**src/hdl/ddo_pkg.sv**
```systemverilog
// Shared types, constants and helpers for the odometry block.
package ddo_pkg;

	localparam int TRIG_STEPS_DEF = 16;
	localparam int POS_FRAC_DEF   = 16;
	localparam int ATAN_N         = 28;

	localparam logic [31:0] PI_Q28       = 32'd843314857;
	localparam logic [31:0] TWO_PI_Q28   = 32'd1686629713;
	localparam logic [31:0] HALF_PI_Q28  = 32'd421657428;
	localparam logic [31:0] CORDIC_K_Q28 = 32'd163008219;
	localparam logic [31:0] DIST_K       = 32'd1978100247;
	// PI_Q28 = 180 * DEG_QUO + DEG_REM; small part divided by 180 via DEG_RECIP >> DEG_RSH
	localparam logic [31:0] DEG_QUO      = 32'd4685082;
	localparam logic [15:0] DEG_REM      = 16'd97;
	localparam logic [15:0] DEG_HALF     = 16'd90;
	localparam logic [31:0] DEG_RECIP    = 32'd46604;
	localparam int          DEG_RSH      = 23;
	localparam logic [31:0] USEC_PER_S   = 32'd1000000;

	localparam logic [15:0] GAIN_RST = 16'd4096;
	localparam logic [19:0] DIAM_RST = 20'd100000;

	typedef enum logic [2:0] {
		REG_LIN_FWD,
		REG_LIN_REV,
		REG_ANG_POS,
		REG_ANG_NEG,
		REG_DIAM
	} reg_idx_t;

	typedef enum logic [4:0] {
		ST_IDLE,
		ST_MUL_SD,
		ST_MUL_DIAM,
		ST_MUL_K,
		ST_MUL_LG,
		ST_MUL_DEG,
		ST_DIV_180,
		ST_MUL_AG,
		ST_DIV_RED1,
		ST_COR1,
		ST_MUL_DX,
		ST_MUL_DY,
		ST_DIV_RED2,
		ST_COR2,
		ST_MUL_CTDX,
		ST_MUL_STDY,
		ST_MUL_STDX,
		ST_MUL_CTDY,
		ST_MUL_LV,
		ST_DIV_LV,
		ST_MUL_AV,
		ST_DIV_AV,
		ST_FIN
	} state_t;

	typedef struct packed {
		logic   go;
		logic   load;
		logic   out_load;
		state_t step;
	} ddo_cmd_t;

	typedef struct packed {
		logic done;
	} ddo_stat_t;

	function automatic logic [31:0] atan_q28(input logic [4:0] i);
		case (i)
			5'd0:  return 32'd210828714;
			5'd1:  return 32'd124459457;
			5'd2:  return 32'd65760959;
			5'd3:  return 32'd33381290;
			5'd4:  return 32'd16755422;
			5'd5:  return 32'd8385879;
			5'd6:  return 32'd4193963;
			5'd7:  return 32'd2097109;
			5'd8:  return 32'd1048571;
			5'd9:  return 32'd524287;
			5'd10: return 32'd262144;
			5'd11: return 32'd131072;
			5'd12: return 32'd65536;
			5'd13: return 32'd32768;
			5'd14: return 32'd16384;
			5'd15: return 32'd8192;
			5'd16: return 32'd4096;
			5'd17: return 32'd2048;
			5'd18: return 32'd1024;
			5'd19: return 32'd512;
			5'd20: return 32'd256;
			5'd21: return 32'd128;
			5'd22: return 32'd64;
			5'd23: return 32'd32;
			5'd24: return 32'd16;
			5'd25: return 32'd8;
			5'd26: return 32'd4;
			5'd27: return 32'd2;
			default: return 32'd0;
		endcase
	endfunction

	function automatic logic [63:0] abs64(input logic signed [63:0] v);
		return v[63] ? 64'(-v) : 64'(v);
	endfunction

	function automatic logic [31:0] abs32(input logic signed [31:0] v);
		return v[31] ? 32'(-v) : 32'(v);
	endfunction

	function automatic logic signed [63:0] apply_sign(input logic [63:0] m, input logic neg);
		return neg ? -$signed(m) : $signed(m);
	endfunction

	function automatic logic signed [31:0] sat32(input logic signed [63:0] v);
		if (v > 64'sd2147483647)
			return 32'sh7fffffff;
		if (v < -64'sd2147483648)
			return 32'sh80000000;
		return 32'(v);
	endfunction

endpackage

```
**src/hdl/ddo_ctrl.sv**
```systemverilog
// Controller: sequences the update through the shared arithmetic units.
module ddo_ctrl
	import ddo_pkg::*;
(
	input  logic      clk,
	input  logic      arst_n,
	input  logic      in_valid,
	output logic      in_ready,
	output logic      out_valid,
	input  logic      out_ready,
	input  ddo_stat_t stat,
	output ddo_cmd_t  cmd
);
	state_t state_q, state_d;
	logic   issued_q;
	logic   ov_q;
	logic   work;

	always_comb begin
		state_d = state_q;
		case (state_q)
			ST_IDLE:     if (in_valid) state_d = ST_MUL_SD;
			ST_MUL_SD:   if (stat.done) state_d = ST_MUL_DIAM;
			ST_MUL_DIAM: if (stat.done) state_d = ST_MUL_K;
			ST_MUL_K:    if (stat.done) state_d = ST_MUL_LG;
			ST_MUL_LG:   if (stat.done) state_d = ST_MUL_DEG;
			ST_MUL_DEG:  if (stat.done) state_d = ST_DIV_180;
			ST_DIV_180:  if (stat.done) state_d = ST_MUL_AG;
			ST_MUL_AG:   if (stat.done) state_d = ST_DIV_RED1;
			ST_DIV_RED1: if (stat.done) state_d = ST_COR1;
			ST_COR1:     if (stat.done) state_d = ST_MUL_DX;
			ST_MUL_DX:   if (stat.done) state_d = ST_MUL_DY;
			ST_MUL_DY:   if (stat.done) state_d = ST_DIV_RED2;
			ST_DIV_RED2: if (stat.done) state_d = ST_COR2;
			ST_COR2:     if (stat.done) state_d = ST_MUL_CTDX;
			ST_MUL_CTDX: if (stat.done) state_d = ST_MUL_STDY;
			ST_MUL_STDY: if (stat.done) state_d = ST_MUL_STDX;
			ST_MUL_STDX: if (stat.done) state_d = ST_MUL_CTDY;
			ST_MUL_CTDY: if (stat.done) state_d = ST_MUL_LV;
			ST_MUL_LV:   if (stat.done) state_d = ST_DIV_LV;
			ST_DIV_LV:   if (stat.done) state_d = ST_MUL_AV;
			ST_MUL_AV:   if (stat.done) state_d = ST_DIV_AV;
			ST_DIV_AV:   if (stat.done) state_d = ST_FIN;
			ST_FIN:      if (!ov_q || out_ready) state_d = ST_IDLE;
			default:     state_d = ST_IDLE;
		endcase
	end

	always_comb begin
		work         = (state_q != ST_IDLE) && (state_q != ST_FIN);
		in_ready     = (state_q == ST_IDLE);
		out_valid    = ov_q;
		cmd.step     = state_q;
		cmd.go       = work && !issued_q;
		cmd.load     = in_ready && in_valid;
		cmd.out_load = (state_q == ST_FIN) && (!ov_q || out_ready);
	end

	always_ff @(posedge clk or negedge arst_n) begin
		if (!arst_n) begin
			state_q  <= ST_IDLE;
			issued_q <= 1'b0;
			ov_q     <= 1'b0;
		end else begin
			state_q  <= state_d;
			issued_q <= work && !stat.done;
			if (cmd.out_load)
				ov_q <= 1'b1;
			else if (out_ready)
				ov_q <= 1'b0;
		end
	end
endmodule

```
**config.mk**
```make
export PLATFORM = sky130hd
export DESIGN_NAME = ddo_ctrl
export DESIGN_NICKNAME = d
export VERILOG_FILES = /design/src/hdl/ddo_pkg.sv /design/src/hdl/ddo_ctrl.sv
export SDC_FILE = /design/constraint.sdc
export NUM_CORES = 1
export LEC_CHECK = 0
export BUFFER_PORTS_ARGS = -buffer_cell sky130_fd_sc_hd__clkbuf_2
export CORE_AREA = 5 5 42 44
export DETAILED_ROUTE_END_ITERATION = 6
export DIE_AREA = 0 0 47 49
export PLACE_DENSITY = 0.54
export SYNTH_ARGS = -nofsm -noshare
export SYNTH_HDL_FRONTEND = slang
export SYNTH_SLANG_ARGS = --single-unit
```
**constraint.sdc**
```tcl
create_clock -name clk -period 1.8 [get_ports clk]
set_input_delay 0.18 -clock clk [delete_from_list [all_inputs] [get_ports clk]]
set_output_delay 0.18 -clock clk [all_outputs]
set_load 0.05 [all_outputs]
```
== After elaboration in Yosys (flattened, before gate mapping) ==
Index checks and enable logic that the tools add are counted.
Operators by class
  eq/ne operators: 46
  mux-type cells: 26
  reduce and logical (&&, ||, !) cells: 13
Operators by type and width (count)
  two-way mux 5 bit: 23
  one-hot mux 5 bit (23 select lines): 1
  != test 2 bit, second input constant: 23
  == test 5 x 4 -> 1 bit, second input constant: 8
  == test 5 bit, second input constant: 7
  AND reduction 23 bit: 1
  == test 5 x 3 -> 1 bit, second input constant: 4
  == test 5 x 2 -> 1 bit, second input constant: 2
  == test 5 x 1 -> 1 bit, second input constant: 1
  logical AND 1 bit: 5
  logical NOT 5 bit: 1
  != test 5 bit, second input constant: 1
  nonzero test 5 bit: 1
  logical NOT 1 bit: 3
  two-way mux 1 bit: 2
  nonzero test 2 bit: 1
  logical OR 1 bit: 1
Storage, ports and cells
  register bits: 7
  bits of input ports: 5
  output and inout bits: 10
  word-level logic and storage cells: 88

== Longest topological paths before layout ==
  word-level depth: 4
  depth in mapped cells: 6
  mapped depth without buffers: 5

== Least setup slack after synthesis ==
Ideal clock, no wire load.
  path kind: flip-flop to flip-flop
  from: register state_q[4]
  to: register state_q[3]
  library setup time: 0.070 ns
  arrival: 2.351 ns
  required time: 1.730 ns
  slack: -0.621 ns
  stages on the path, launching flop included: 6
  buffers on the path: 1
  clock period less this slack: 2.421 ns
  cell sequence: dfrtp_1 > buf_12 > nor4b_4 > o211ai_4 > or4_1 > nand3_1
On the way
  word-level cells in the longest chain between the ends: 3
  elaborated cells between the ends (all ways): 48
  those cells by class: eq/ne (45); mux (1); reduce/logical (2)
Ends and longest elaborated chain
  start: declaration: line ddo_ctrl.sv:14  | state_t state_q, state_d;
  start signal: assignment: line ddo_ctrl.sv:65  | state_q <= state_d;
  logical NOT 5 bit *
  named net in_ready: line ddo_ctrl.sv:8  | output logic in_ready,
  != test 2 bit (no source line)
  AND reduction 23 bit (no source line)
The timed path passes the listed nets; every way through them passes the cells marked *.
A chain may end at the register's enable or synchronous reset.

== Worst setup path in the final report ==
  from: register state_q[0]
  to: output in_ready
On the way
  word-level cells in the longest chain between the ends: 1
Ends and longest elaborated chain
  logical NOT 5 bit: line ddo_ctrl.sv:51  | in_ready = (state_q == ST_IDLE);
  end: declaration: line ddo_ctrl.sv:8
No other way between the ends.

==> impl_metrics.csv <==
group,metric,value,unit
grt,grt_pass1_wl,1800,µm
hold_path,min_path_cells,2,
cts,insertion_delay,0.25,ns
logic_synthesis,syn-cell-area,431.7,µm²
pwr,ir_worst_vdd,0.0007654,V
hold_path,hold_class,"primary input to register",
floorplanning,dieHeight,49,µm
logic_synthesis,yosys.area.top_type,"dfrtp_1",
cts,cts_buffers,3,
cts,cts.path.max_buffers,2,
timing,holdWs,0.1217,ns
critical_path,required,1.62,ns
pwr,p_comb_frac,0.549,
logic_synthesis,synth_nets,50,
timing,rsz0062_at_grt,"no",
detailed_routing,highest_layer,"met4",
grt,grt_overflow,0,
critical_path,r2r_end,"state_q[3]",
timing,hold_viol_final,0,
placed_design,place.gp.congestion,0.6805,
cts,htree_levels,1,
timing,max_clock_freq,586.0,MHz
cells_and_area,fin_util,0.4250,
pwr,power_switching,591.7,µW
cts,clk_root_buffer_cell,"clkbuf_4",
detailed_routing,wl_per_cell,12.52,µm
detailed_routing,vias,410,
floorplanning,rows,14,
pwr,p_per_area,1869,nW/µm²
detailed_routing,routed-wl-met2,555,µm
cells_and_area,nFillCells,150,
grt,grt_usage,0.1076,
cells_and_area,area_growth,37.97,%
critical_path,crit_arrival,1.53,ns
grt,antenna_found_initial,0,
floorplanning,die_w,47,µm
logic_synthesis,ys_seq_area_frac,0.4058,
detailed_routing,viasPerCell,4.940,
detailed_routing,wl_met3,40,µm
floorplanning,ios,15,
cells_and_area,drive_gt1_frac,0.5075,
detailed_routing,drt-initial-drc-count,4,
critical_path,startpoint,"state_q[0]",
timing,final.period_utilization,0.9480,
outcome,outcome,"complete, no violations",
cells_and_area,seqCellArea,181.4,µm²
detailed_routing,ant_nets,0,
timing,tightest_slew,0.2801,ns
grt,grt_pass1_vias,429,
detailed_routing,wl_met1,431,µm
placed_design,dp_hpwl,786.9,µm
hold_path,holdPathEnd,"issued_q",
pwr,p_leak,0.0002796,µW
logic_synthesis,yosysTopAreaCellShare,0.4058,
detailed_routing,drc_errors,0,
cells_and_area,antenna_cells,0,
floorplanning,dieArea,2303,µm²
logic_synthesis,syn_inst,45,
pwr,p_clk_frac,0.127,
logic_synthesis,ys_warn_count,0,
timing,setup_viol,0,
grt,grt_max_degree,11,
logic_synthesis,synth.top_cells.by_area,"dfrtp_1 41%, nor4b_4 5.5%, o211ai_4 4.9%",
timing,fin_crit,1.706,ns
timing,skew,0.001297,ns
detailed_routing,first_pass_iters,3,
cells_and_area,multi_input_area,237.7,µm²
floorplanning,initial_core_util,0.3080,
critical_path,ff2ff_setup_slack,0.11,ns
cts,cts_tree,"yes",
cts,clk_transition_reported_paths,0.05,ns
critical_path,end_kind,"primary output",
detailed_routing,routed_wl,1039,µm
logic_synthesis,avgSynthCellArea,9.593,µm²
cts,cts.sinks,7,
critical_path,reg2reg_from,"state_q[0]",
placed_design,port_buffers,14,
logic_synthesis,ys_ff_latch,7,
hold_path,min_from,"stat",
critical_path,cp_max_fo,8,
cells_and_area,final_net_count,73,
critical_path,crit_type,"register to primary output",
pwr,seqPwrFrac,0.324,
floorplanning,core-area,1401,µm²
logic_synthesis,synth.distinct_cells,25,
critical_path,reg2reg_depth,6,
pwr,switching_share,0.5315,
pwr,internal_power,521.5,µW
timing,slew_headroom,0.8140,
flow_run,cap_violations,0,
pwr,power,1113,µW
critical_path,start_kind,"register",
timing,slew_viol_final,0,
## synth_stat cells, drive strengths merged
library cell,number
a21oi,2
and2,2
and3,1
buf,1
dfrtp,7
inv,4
nand2,5
nand2b,1
nand3,3
nand4,1
nor2,2
nor2b,2
nor3,2
nor4,1
nor4b,1
o211ai,1
o21ai,3
o21ba,1
o21bai,1
o22ai,1
o41ai,1
or2,1
or4,1
## cells by family after synthesis
| group | after synthesis | share of synthesized area |
|---|---|---|
| DFF | 7 | 0.4058 |
| buffers and inverters | 5 | 0.08115 |
| and+or+nand+nor | 23 | 0.3305 |
| AOI/OAI and AO/OA | 10 | 0.1826 |
## power by group through the flow
| stage | clock, µW | sequential, µW | combinational [µW] |
|---|---|---|---|
| after floorplan | 0 | 514 | 320 |
| after global placement | 0 | 363 | 581 |
| after detailed placement | 0 | 364 | 580 |
| after CTS | 148 | 364 | 591 |
| after global routing | 156 | 380 | 668 |
| final | 141 | 361 | 611 |
## worst max path at each step
stage / end / cells past startpoint / slack (ns)
after global placement: state_q[3] / 5 / 0.21
after CTS: cmd[7] / 4 / 0.04
after detailed placement: state_q[3] / 5 / 0.18
after floorplan: state_q[3] / 5 / -0.46
after global routing: state_q[3] / 6 / 0.003
final: in_ready / 4 / 0.09
## layout make-up
type / count / share of cell area
clock buffers: 4 / 0.04412
flip-flops and latches: 7 / 0.3046
inverters: 4 / 0.02521
well taps: 16 / 0.03361
repair buffers: 19 / 0.1933
multi-input cells: 33 / 0.3992
## state kept, by name (all words and copies together), names as in the netlist
signal / cells
out_valid: 1
state_q: 5
issued_q: 1
## per-stage QoR
step	setup WS (ns)	TNS, ns	cell area [µm²]	cells
after global placement	0.2100	0	536.8	76
after floorplan	-0.4566	-1.648	451.7	45
after CTS	0.04218	0	583.1	82
final	0.09354	0	595.6	83
after detailed placement	0.1775	0	536.8	76
after global routing	0.002755	0	595.6	83
## worst max-delay path, stage by stage (launching register included)
cell and delay, ns:
dfrtp_2 0.47, nor2_4 0.13, nor4b_4 0.24, buf_4 0.18, clkbuf_2 0.27
## metal layers
layer	GRT usage	vias to the layer above
met2	0.1561	5
met4	0.06912	0
met5	0	-
met3	0.02583	2
met1	0.1365	199
li1	-	204
## placed cells by master, fill, tap and decap left out
cell type / count
dfrtp_1: 2
o21ai_0: 1
o21ba_1: 1
o21bai_1: 1
dlygate4sd3_1: 1
clkbuf_2: 11
nor2_1: 1
inv_1: 4
nor2b_1: 1
nand4_1: 1
and2_4: 1
nand2b_1: 1
nor3_2: 1
nor3_1: 1
nor2_4: 1
or2_1: 1
dfrtp_2: 5
nor4_1: 1
o21ai_1: 2
o41ai_1: 1
buf_4: 5
or4_1: 1
clkbuf_4: 4
o211ai_4: 1
and3_2: 1
nand3_1: 3
o22ai_1: 1
nor2b_2: 1
a21oi_1: 2
nand2_1: 5
and2_2: 1
clkbuf_1: 1
nor4b_4: 1
buf_2: 1
## what timing repair did
action | CTS | global route
setup buffers | 1 | 1
endpoints found under the setup margin | 3 | 5
hold buffers | 1 | 0
resized for setup | 1 | 5
endpoints found under the hold margin | 7 | 0
Note: power is estimated with default switching activity, not from simulation.
